`src/hdl/oas_pkg.sv`:
```
// shared types, constants and command codes for the obstacle avoidance steering block
package oas_pkg;

    localparam int DIV_CYCLES_DEF = 64;

    localparam logic [30:0] BOX_MIN_RST   = 31'd655360;
    localparam logic [30:0] MAX_SPEED_RST = 31'd6553600;
    localparam logic [30:0] RADIUS_RST    = 31'd655360;

    typedef enum logic [1:0] {
        CMD_SETUP    = 2'd0,
        CMD_OBSTACLE = 2'd1,
        CMD_FINISH   = 2'd2,
        CMD_NONE     = 2'd3
    } cmd_t;

    typedef enum logic [1:0] {
        CFG_BOX_MIN   = 2'd0,
        CFG_MAX_SPEED = 2'd1,
        CFG_RADIUS    = 2'd2
    } cfg_idx_t;

    // datapath operation selected by the controller
    typedef enum logic [3:0] {
        OP_NONE   = 4'd0,
        OP_LOAD   = 4'd1,
        OP_SETUP0 = 4'd2,
        OP_SETUP1 = 4'd3,
        OP_OBS0   = 4'd4,
        OP_OBS1   = 4'd5,
        OP_OBS2   = 4'd6,
        OP_OBS3   = 4'd7,
        OP_FIN0   = 4'd8,
        OP_FIN1   = 4'd9,
        OP_FIN2   = 4'd10,
        OP_FIN3   = 4'd11,
        OP_FIN4   = 4'd12,
        OP_ITER   = 4'd13
    } op_t;

    typedef struct packed {
        op_t  op;
        logic iter_start;
    } oas_cmd_t;

    typedef struct packed {
        logic iter_done;
        logic reject;
        cmd_t cmd;
    } oas_stat_t;

    function automatic logic signed [31:0] sat32(input logic signed [79:0] v);
        if (v > 80'sd2147483647)
            return 32'sh7fffffff;
        else if (v < -80'sd2147483648)
            return 32'sh80000000;
        else
            return v[31:0];
    endfunction

endpackage

```
`src/hdl/oas_ctrl.sv`:
```
// controller state machine sequencing setup, obstacle and finish beats
module oas_ctrl (
    input  logic                 clk,
    input  logic                 rst_n,
    input  logic                 in_valid,
    output logic                 in_ready,
    output logic                 out_valid,
    input  logic                 out_ready,
    input  oas_pkg::oas_stat_t   stat,
    output oas_pkg::oas_cmd_t    cmd
);

    typedef enum logic [15:0] {
        S_IDLE  = 16'b0000000000000001,
        S_DEC   = 16'b0000000000000010,
        S_SET0  = 16'b0000000000000100,
        S_SDIV  = 16'b0000000000001000,
        S_SET1  = 16'b0000000000010000,
        S_OBS0  = 16'b0000000000100000,
        S_OBS1  = 16'b0000000001000000,
        S_OBS2  = 16'b0000000010000000,
        S_ROOT  = 16'b0000000100000000,
        S_OBS3  = 16'b0000001000000000,
        S_FIN0  = 16'b0000010000000000,
        S_FDIV  = 16'b0000100000000000,
        S_FIN1  = 16'b0001000000000000,
        S_FIN2  = 16'b0010000000000000,
        S_FIN3  = 16'b0100000000000000,
        S_OUT   = 16'b1000000000000000
    } state_t;

    state_t state_reg, state_next;

    assign in_ready  = (state_reg == S_IDLE);
    assign out_valid = (state_reg == S_OUT);

    always_comb
    begin
        state_next     = state_reg;
        cmd.op         = oas_pkg::OP_NONE;
        cmd.iter_start = 1'b0;
        case (state_reg)
            S_IDLE:
            begin
                if (in_valid)
                begin
                    cmd.op     = oas_pkg::OP_LOAD;
                    state_next = S_DEC;
                end
            end
            S_DEC:
            begin
                case (stat.cmd)
                    oas_pkg::CMD_SETUP:    state_next = S_SET0;
                    oas_pkg::CMD_OBSTACLE: state_next = S_OBS0;
                    oas_pkg::CMD_FINISH:   state_next = S_FIN0;
                    default:               state_next = S_IDLE;
                endcase
            end
            S_SET0:
            begin
                cmd.op         = oas_pkg::OP_SETUP0;
                cmd.iter_start = 1'b1;
                state_next     = S_SDIV;
            end
            S_SDIV:
            begin
                cmd.op = oas_pkg::OP_ITER;
                if (stat.iter_done)
                    state_next = S_SET1;
            end
            S_SET1:
            begin
                cmd.op     = oas_pkg::OP_SETUP1;
                state_next = S_IDLE;
            end
            S_OBS0:
            begin
                cmd.op     = oas_pkg::OP_OBS0;
                state_next = S_OBS1;
            end
            S_OBS1:
            begin
                cmd.op     = oas_pkg::OP_OBS1;
                state_next = S_OBS2;
            end
            S_OBS2:
            begin
                cmd.op = oas_pkg::OP_OBS2;
                if (stat.reject)
                    state_next = S_IDLE;
                else
                begin
                    cmd.iter_start = 1'b1;
                    state_next     = S_ROOT;
                end
            end
            S_ROOT:
            begin
                cmd.op = oas_pkg::OP_ITER;
                if (stat.iter_done)
                    state_next = S_OBS3;
            end
            S_OBS3:
            begin
                cmd.op     = oas_pkg::OP_OBS3;
                state_next = S_IDLE;
            end
            S_FIN0:
            begin
                cmd.op         = oas_pkg::OP_FIN0;
                cmd.iter_start = 1'b1;
                state_next     = S_FDIV;
            end
            S_FDIV:
            begin
                cmd.op = oas_pkg::OP_ITER;
                if (stat.iter_done)
                    state_next = S_FIN1;
            end
            S_FIN1:
            begin
                cmd.op     = oas_pkg::OP_FIN1;
                state_next = S_FIN2;
            end
            S_FIN2:
            begin
                cmd.op     = oas_pkg::OP_FIN2;
                state_next = S_FIN3;
            end
            S_FIN3:
            begin
                cmd.op     = oas_pkg::OP_FIN3;
                state_next = S_OUT;
            end
            S_OUT:
            begin
                if (out_ready)
                begin
                    cmd.op     = oas_pkg::OP_FIN4;
                    state_next = S_IDLE;
                end
            end
            default: state_next = S_IDLE;
        endcase
    end

    always_ff @(posedge clk or negedge rst_n)
    begin
        if (!rst_n)
            state_reg <= S_IDLE;
        else
            state_reg <= state_next;
    end

    a_ready_idle: assert property (@(posedge clk) disable iff (!rst_n)
        in_ready |-> !out_valid) else $error("ready while result pending");
    a_out_hold: assert property (@(posedge clk) disable iff (!rst_n)
        out_valid && !out_ready |=> out_valid) else $error("result dropped");
    a_accept_dec: assert property (@(posedge clk) disable iff (!rst_n)
        in_valid && in_ready |=> state_reg == S_DEC) else $error("beat not decoded");

endmodule

```
`config.mk`:
```
export PLATFORM = sky130hd
export DESIGN_NAME = oas_ctrl
export DESIGN_NICKNAME = d
export VERILOG_FILES = /design/src/hdl/oas_pkg.sv /design/src/hdl/oas_ctrl.sv
export SDC_FILE = /design/constraint.sdc
export NUM_CORES = 1
export LEC_CHECK = 0
export ABC_CLOCK_PERIOD_IN_PS = 2700
export BUFFER_PORTS_ARGS = -buffer_cell sky130_fd_sc_hd__clkbuf_2
export CAP_MARGIN = 40
export CORE_MARGIN = 5
export CORE_UTILIZATION = 40
export DETAILED_ROUTE_END_ITERATION = 6
export PLACE_DENSITY = 0.69
export SLEW_MARGIN = 20
export SYNTH_ARGS = -nofsm -noshare
export SYNTH_HDL_FRONTEND = slang
export SYNTH_SLANG_ARGS = --single-unit
```
`constraint.sdc`:
```
create_clock -name clk -period 2.7 [get_ports clk]
set_input_delay 0.405 -clock clk [delete_from_list [all_inputs] [get_ports clk]]
set_output_delay 0.405 -clock clk [all_outputs]
set_load 0.01 [all_outputs]
```
==> results of run 1 <==
power by group:
| part | internal (mW) | switching, mW |
|---|---|---|
| logic | 0.210 | 0.216 |
| registers | 0.267 | 0.0442 |
| clock network | 0.0575 | 0.0755 |
path summary, 6_finish.rpt:
kind	slack, ns	endpoint	start
max in group asynchronous	2.35	state_reg[0]	rst_n
min	0.03	state_reg[2]	rst_n
max	0.05	cmd[3]	state_reg[0]
min in group clk	0.30	state_reg[10]	stat[0]
max reg2reg	0.53	state_reg[3]	state_reg[9]
min reg2reg	0.52	state_reg[0]	state_reg[0]
repair_timing:
item                                    in CTS  in global routing
endpoints found under the setup margin       0                  5
buffers inserted                             0                  4
resized for setup                            0                  8
cell usage after synthesis, types with 3 or more instances:
cell | n | area share
inv_1 | 6 | 0.022
nand4_1 | 4 | 0.024
nor4b_1 | 7 | 0.060
nor2_1 | 3 | 0.011
nor4_1 | 3 | 0.018
or4b_2 | 5 | 0.049
nand2_1 | 13 | 0.048
o21ai_0 | 5 | 0.024
or4_1 | 3 | 0.022
nor3b_1 | 3 | 0.022
dfrtp_1 | 15 | 0.37
nor3_1 | 10 | 0.049
nor4_2 | 3 | 0.037
critical path, stage by stage, from the launching register on:
cell and delay (ns):
dfstp_2 0.61, nor4_4 0.06, buf_4 0.18, a22oi_1 0.27, o21ai_1 0.17, or4b_1 0.52
clkbuf_2 0.14
metal layers:
metal	up-vias	GRT usage
met4	0	0.0557
met1	476	0.195
met5	-	0
met3	11	0.0298
li1	464	-
met2	62	0.243
cell families (layout without fill, tap and decap cells):
family                 count (synthesis)  count (layout)  synth area share
AO/OA/AOI/OAI                         15              15             0.113
XOR/XNOR                               2               2            0.0171
buffers and inverters                  8              29            0.0317
flip-flops                            16              16             0.391
AND/OR/NAND/NOR                       66              66             0.447
layout make-up:
cell class | instances | area [sq um] | share of cell area
clock buffer | 4 | 26.3 | 0.0215
tap | 30 | 37.5 | 0.0307
inverter | 6 | 22.5 | 0.0184
sequential | 16 | 402 | 0.328
timing repair buffer | 19 | 108 | 0.0879
multi-input combinational | 83 | 628 | 0.513
metrics by stage:
stage / setup slack [ns] / total power [mW] / hold WS, ns / TNS (ns) / utilization
final: 0.0529 / 0.871 / 0.0293 / 0 / 0.494
after global routing: -0.0270 / 0.913 / 0.0566 / -0.0505 / 0.494
after CTS: 0.0185 / 0.786 / 0.0371 / 0 / 0.468
after detailed placement: 0.345 / 0.653 / 0.352 / 0 / 0.457
after global placement: 0.356 / 0.647 / 0.351 / 0 / 0.457
after floorplan: 0.426 / 0.562 / 0.109 / 0 / -
==> impl_metrics.toml, run 1 <==
[status]
outcome = "finished clean"

[die]
initial_core_util = 0.415
die_h_microns = 60.7
die_x_microns = 60.7
io_pins = 15
coreArea_sq_um = 2480
dieArea_sq_um = 3680
rows = 18

[cells_and_area]
num_antenna_cells = 0
nets = 137
finalNonFillerCells = 158
fillCellCount = 234
mostFrequentLayoutCells = "15 x dfrtp_1, 14 x clkbuf_2, 13 x nand2_1"
largest_reg_flops = 16
drive_gt1_frac = 0.305
final_common_cell = "dfrtp_1"
stdcell_area_sq_um = 1220
syn_to_final_growth_pct = 19.1

[placement]
placed_cell_area_sq_um = 1130
gp_congestion = 0.895
dp.cells = 150
numPortBuffers = 14
dpl.hpwl_mm = 1.95

[synth]
avgSynthCellArea_sq_um = 9.60
syn-cell-area_sq_um = 1030
syn_nets = 115
ys_seq_area_frac = 0.391
async_flop_share = 1.00
synth_cell_types = 32
synth-edff-count = 0
ys_ff_latch = 16
yosys_warnings = 0
ys.flop_type = "dfrtp_1"
syn_inst = 107

[detailed_routing]
routed_wl_mm = 2.75
drc_errors = 0
ant_nets = 0
drtIter0Drc = 42
wl_per_cell_microns = 17.4
top_layer = "met4"
routed_via_density = 6.41
wl_met1_mm = 1.15
first_pass_iters = 4
wl_met3_microns = 248
via_count = 1013
dr_wl_met2_mm = 1.30

[clock_tree]
cts.sinks = 16
htree_levels = 1
clkSlewWorstSetupHoldPaths_ns = 0.09
cts_tree = "done"
cts_buffer_depth = 2
holdBufCountCts = 0
clock_latency_ns = 0.29
cts_root_buf = "clkbuf_4"
cts_buffers = 3

[sta]
post-route-period-util = 0.980
finClkSkew_ns = 0.00158
setup_viol = 0
period_needed_ns = 2.65
report.final.slew_viol_count = 0
worst_pin_slew_ns = 0.514
relSlewSlack = 0.655
fmax_mhz = 378
hold_viol_final = 0

[power_and_ir_drop]
p_leak_nw = 0.581
peakVddDrop_mv = 0.451
powerDensity_nw_per_um2 = 711

[job]
maxCapViolations = 0

[setup_path]
reg2reg_depth = 7
crit_path_max_fanout = 8
critPathArrivalTime_ns = 2.24
crit_type = "reg2out"
required_ns = 2.30
endpoint_kind = "output pin"
cp-start-kind = "register"

[global_route]
track_usage = 0.149
grt_overflow = 0
grt_pass1_vias = 833
grt_antenna_before_repair = 0
grt_pass1_wl_mm = 3.96
grt_start_max_net_pins = 17

[hold_path]
hp-class = "in2async"
No activity file was read; power rests on OpenSTA's default activity.
==> inputs of run 2 (changes only) <==
--- a/config.mk
+++ b/config.mk
@@ -7,11 +7,9 @@
 export LEC_CHECK = 0
 export ABC_CLOCK_PERIOD_IN_PS = 2700
 export BUFFER_PORTS_ARGS = -buffer_cell sky130_fd_sc_hd__clkbuf_2
-export CAP_MARGIN = 40
 export CORE_MARGIN = 5
 export CORE_UTILIZATION = 40
 export DETAILED_ROUTE_END_ITERATION = 6
-export PLACE_DENSITY = 0.69
 export SLEW_MARGIN = 20
 export SYNTH_ARGS = -nofsm -noshare
 export SYNTH_HDL_FRONTEND = slang
==> run 2 against run 1 <==
Combinational power decreased by 2%. Clock power is essentially flat. Sequential power about the same. Die area stayed put. Largest cell class unchanged.
==> impl_metrics.toml, run 2 (same netlist as run 1, synthesis figures left out) <==
[detailed_routing]
drtIter0Drc = 40
drc_errors = 0
routed_wl_mm = 2.59
wl_per_cell_microns = 16.3
routed_via_density = 6.13
ant_nets = 0
first_pass_iters = 4
via_count = 975

[setup_path]
worst-path-buf-inv = 2
startpoint = "state_reg[0]"
critPathArrivalTime_ns = 2.18
regToRegSetupSlack_ns = 0.65
required_ns = 2.30
reg2reg_from = "state_reg[13]"
r2r-end = "state_reg[0]"
slowest_delay_ns = 0.61
crit_type = "reg2out"
endpoint_kind = "output pin"
reg2reg_depth = 5
cp_slowest_cell = "dfstp_2"
crit_path_max_fanout = 8
cp_top_family = "flip-flops"
cp-start-kind = "register"
path_cells = "nor4_4 -> buf_4 -> a22oi_1 -> o21ai_1 -> or4b_1 -> clkbuf_2"

[sta]
setup_viol = 0
worst_pin_slew_ns = 0.470
fin_setup_tns_ns = 0
hold_viol_final = 0
report.final.slew_viol_count = 0
period_needed_ns = 2.59
finClkSkew_ns = 0.00637
post-route-period-util = 0.958
fmax_mhz = 387
rsz0062_at_grt = "false"
relSlewSlack = 0.684

[placement]
placed_cell_area_sq_um = 1150
gp_congestion = 0.897
numPortBuffers = 14
dpl.hpwl_mm = 1.93
dp.cells = 152

[clock_tree]
htree_levels = 1
cts_tree = "done"
cts_buffers = 3
cts.sinks = 16
cts_root_buf = "clkbuf_4"
cts_buffer_depth = 2
holdBufCountCts = 0
clock_latency_ns = 0.29
clkSlewWorstSetupHoldPaths_ns = 0.10

[global_route]
grt_overflow = 0
grt_antenna_before_repair = 0
grt_start_max_net_pins = 17
grt_pass1_wl_mm = 4.11
grt_pass1_vias = 887
track_usage = 0.152

[power_and_ir_drop]
pwr-share-clk = 0.157
power_mw = 0.864
switchingPower_mw = 0.333
combPwrFrac = 0.482
powerDensity_nw_per_um2 = 703
intPower_mw = 0.531
p_seq_frac = 0.361
p_leak_nw = 0.584
switching_share = 0.386
peakVddDrop_mv = 0.349

[cells_and_area]
final_common_cell = "dfrtp_1"
finalNonFillerCells = 159
largest_reg_flops = 16
fillCellCount = 246
mostFrequentLayoutCells = "15 x dfrtp_1, 14 x clkbuf_2, 13 x nand2_1"
syn_to_final_growth_pct = 19.6
stdcell_area_sq_um = 1230
nets = 138
drive_gt1_frac = 0.318
num_antenna_cells = 0

[die]
die_h_microns = 60.7
dieArea_sq_um = 3680
die_x_microns = 60.7
coreArea_sq_um = 2480
rows = 18
io_pins = 15
initial_core_util = 0.415

[job]
maxCapViolations = 0

[hold_path]
hp-class = "in2async"

[status]
outcome = "finished clean"
[run 2: timing repair]
action / 4_1_cts / 5_1_grt
gates resized for setup: 0 / 8
buffers inserted: 0 / 3
endpoints found under the hold margin: 0 / 0
endpoints found under the setup margin: 0 / 5
[run 2: how the worst max path moves through the flow]
| stage | cells after the start | end | slack (ns) |
|---|---|---|---|
| after global placement | 6 | cmd[1] | 0.37 |
| after global routing | 6 | cmd[3] | 0.008 |
| after CTS | 6 | cmd[1] | 0.03 |
| after detailed placement | 6 | cmd[1] | 0.37 |
| after floorplan | 6 | cmd[1] | 0.43 |
| final | 6 | cmd[3] | 0.11 |
[run 2: power groups by stage]
stage	sequential, mW	clock [mW]	combinational (mW)
floorplan	0.291	0	0.270
global placement	0.316	0	0.351
finish	0.312	0.136	0.416
global route	0.316	0.148	0.449
detailed placement	0.319	0	0.348
CTS	0.314	0.141	0.350
[run 2: per-layer routing]
layer / up-vias / track usage / wire (microns)
met5: - / 0 / 0
met4: 0 / 0.0681 / 82
met3: 12 / 0.0234 / 185
met2: 42 / 0.232 / 1180
met1: 457 / 0.212 / 1140
li1: 464 / - / -
[run 2: stage by stage]
stage               hold WS, ns  utilization  setup slack (ns)
global placement          0.354        0.463             0.365
floorplan                 0.109            -             0.426
global route             0.0560        0.496           0.00813
finish                   0.0171        0.496             0.113
CTS                      0.0314        0.474            0.0274
detailed placement        0.356        0.463             0.369
[run 2: layout make-up]
cell class / instances / area (sq um) / share of cell area
Timing Repair Buffer: 20 / 115 / 0.0937
Inverter: 6 / 22.5 / 0.0183
Multi-Input combinational cell: 83 / 626 / 0.509
Tap cell: 30 / 37.5 / 0.0305
Sequential cell: 16 / 402 / 0.327
Clock buffer: 4 / 26.3 / 0.0214
[run 2: worst reg2reg max path: stages, from the launching register on]
cell     delay (ns)
dfrtp_1        0.44
or4_1          0.63
nor4_4         0.35
a22oi_1        0.19
o221a_1        0.17
a32oi_1        0.19
==> inputs of run 3 (changes only) <==
--- a/config.mk
+++ b/config.mk
@@ -8,7 +8,7 @@
 export ABC_CLOCK_PERIOD_IN_PS = 2700
 export BUFFER_PORTS_ARGS = -buffer_cell sky130_fd_sc_hd__clkbuf_2
 export CORE_MARGIN = 5
-export CORE_UTILIZATION = 40
+export CORE_UTILIZATION = 25
 export DETAILED_ROUTE_END_ITERATION = 6
 export SLEW_MARGIN = 20
 export SYNTH_ARGS = -nofsm -noshare
==> run 3 against run 2 <==
Global-route usage is 4.7 points lower. Hold slack better by 0.059 ns. Fmax is 0.16% lower. Combinational power is 7.7% lower. Die area is 49% higher. Setup slack worse by 0.0040 ns. Sequential cell count stayed put. First-iteration DRC count is 10% higher. Critical endpoint is now cmd[1].
==> impl_metrics.toml, run 3 (same netlist as run 1, synthesis figures left out) <==
[clock_tree]
clkSlewWorstSetupHoldPaths_ns = 0.06
cts_buffer_depth = 2
cts_tree = "done"
cts_buffers = 3
clock_latency_ns = 0.25
cts.sinks = 16
cts_root_buf = "clkbuf_8"
htree_levels = 1
holdBufCountCts = 0

[detailed_routing]
first_pass_iters = 4
routed_wl_mm = 2.77
drc_errors = 0
drtIter0Drc = 44
via_count = 952
ant_nets = 0
wl_per_cell_microns = 15.8
routed_via_density = 5.41

[cells_and_area]
mostFrequentLayoutCells = "15 x dfrtp_1, 14 x clkbuf_2, 13 x nand2_1"
fillCellCount = 402
largest_reg_flops = 16
nets = 135
num_antenna_cells = 0
syn_to_final_growth_pct = 23.1
fin_util = 0.316
final_common_cell = "dfrtp_1"
drive_gt1_frac = 0.294

[setup_path]
reg2reg_from = "state_reg[13]"
crit_type = "reg2out"
reg2reg_depth = 6
regToRegSetupSlack_ns = 0.59
critPathArrivalTime_ns = 2.19
endpoint_kind = "output pin"
crit_path_max_fanout = 6
r2r-end = "state_reg[3]"
cp-start-kind = "register"
required_ns = 2.30
startpoint = "state_reg[13]"
crit_end = "cmd[1]"

[sta]
report.final.slew_viol_count = 0
fin_setup_tns_ns = 0
relSlewSlack = 0.697
post-route-period-util = 0.960
fmax_mhz = 386
rsz0062_at_grt = "false"
finClkSkew_ns = 0.00324
setup_viol = 0
period_needed_ns = 2.59
worst_pin_slew_ns = 0.449
hold_viol_final = 0

[power_and_ir_drop]
p_leak_nw = 0.590
powerDensity_nw_per_um2 = 715
switching_share = 0.370
peakVddDrop_mv = 0.317
switchingPower_mw = 0.334
pwr-share-clk = 0.233
combPwrFrac = 0.424
p_seq_frac = 0.342
intPower_mw = 0.570

[die]
dieArea_sq_um = 5490
io_pins = 15
coreArea_sq_um = 4000
die_h_microns = 74.1
rows = 23
die_x_microns = 74.1
initial_core_util = 0.257

[global_route]
track_usage = 0.105
grt_overflow = 0
grt_start_max_net_pins = 17
use_met3 = 0.0149
met1_usage = 0.153
grt_pass1_vias = 914
grt.busiest_layer = "met2"
global_route.usage.met2 = 0.156
grt_pass1_wl_mm = 4.45
grt_antenna_before_repair = 0

[job]
maxCapViolations = 0

[status]
outcome = "finished clean"

[placement]
dpl.hpwl_mm = 2.07
numPortBuffers = 14
gp_congestion = 0.941

[hold_path]
hp-class = "in2async"
-- run 3: power by group through the flow --
stage	sequential, mW	clock, mW	combinational [mW]
after floorplan	0.291	0	0.270
after global placement	0.318	0	0.333
after detailed placement	0.321	0	0.332
after CTS	0.316	0.213	0.334
after global routing	0.312	0.222	0.415
final	0.309	0.211	0.384
-- run 3: how the worst min path moves through the flow --
stage | to | slack (ns) | start | cells after the start
after floorplan | state_reg[10] | 0.11 | rst_n | 0
after global placement | state_reg[10] | 0.35 | rst_n | 1
after detailed placement | state_reg[2] | 0.36 | rst_n | 1
after CTS | state_reg[5] | 0.09 | rst_n | 1
after global routing | state_reg[4] | 0.11 | rst_n | 1
final | state_reg[5] | 0.08 | rst_n | 1
-- run 3: area by class of cell --
cell class              instances  area, sq um  area share
clock buffers                   4         55.1      0.0435
inverters                       6         22.5      0.0178
multi-input cells              83          631       0.499
flip-flops and latches         16          402       0.318
well taps                      50         62.6      0.0495
repair buffers                 17         92.6      0.0732
-- run 3: metrics by stage --
| step | worst slack [ns] | total power, mW | hold WS (ns) | area, sq um | std cells |
|---|---|---|---|---|---|
| floorplan | 0.426 | 0.562 | 0.109 | 1030 | 107 |
| global placement | 0.332 | 0.651 | 0.355 | 1160 | 170 |
| detailed placement | 0.312 | 0.652 | 0.355 | 1160 | 170 |
| CTS | 0.0368 | 0.863 | 0.0899 | 1210 | 174 |
| global route | 0.0199 | 0.950 | 0.115 | 1260 | 176 |
| finish | 0.109 | 0.904 | 0.0764 | 1260 | 176 |
-- run 3: worst max-delay path, cell delays in order (launching register included) --
cell and delay, ns:
dfrtp_1 0.45, or4_1 0.64, nor4_4 0.36, and2_1 0.22, nor3_1 0.06, nand2_1 0.08, clkbuf_2 0.13
-- run 3: timing repair --
action,in CTS,in global routing
setup endpoints to repair,0,5
buffers inserted,0,2
gates resized for setup,0,7
endpoints found under the hold margin,0,0
-- run 3: metal layers --
| layer | part of all wire | wire, microns |
|---|---|---|
| met5 | 0 | 0 |
| met3 | 0.075 | 207 |
| met1 | 0.46 | 1290 |
| met4 | 0.018 | 51 |
| met2 | 0.44 | 1230 |
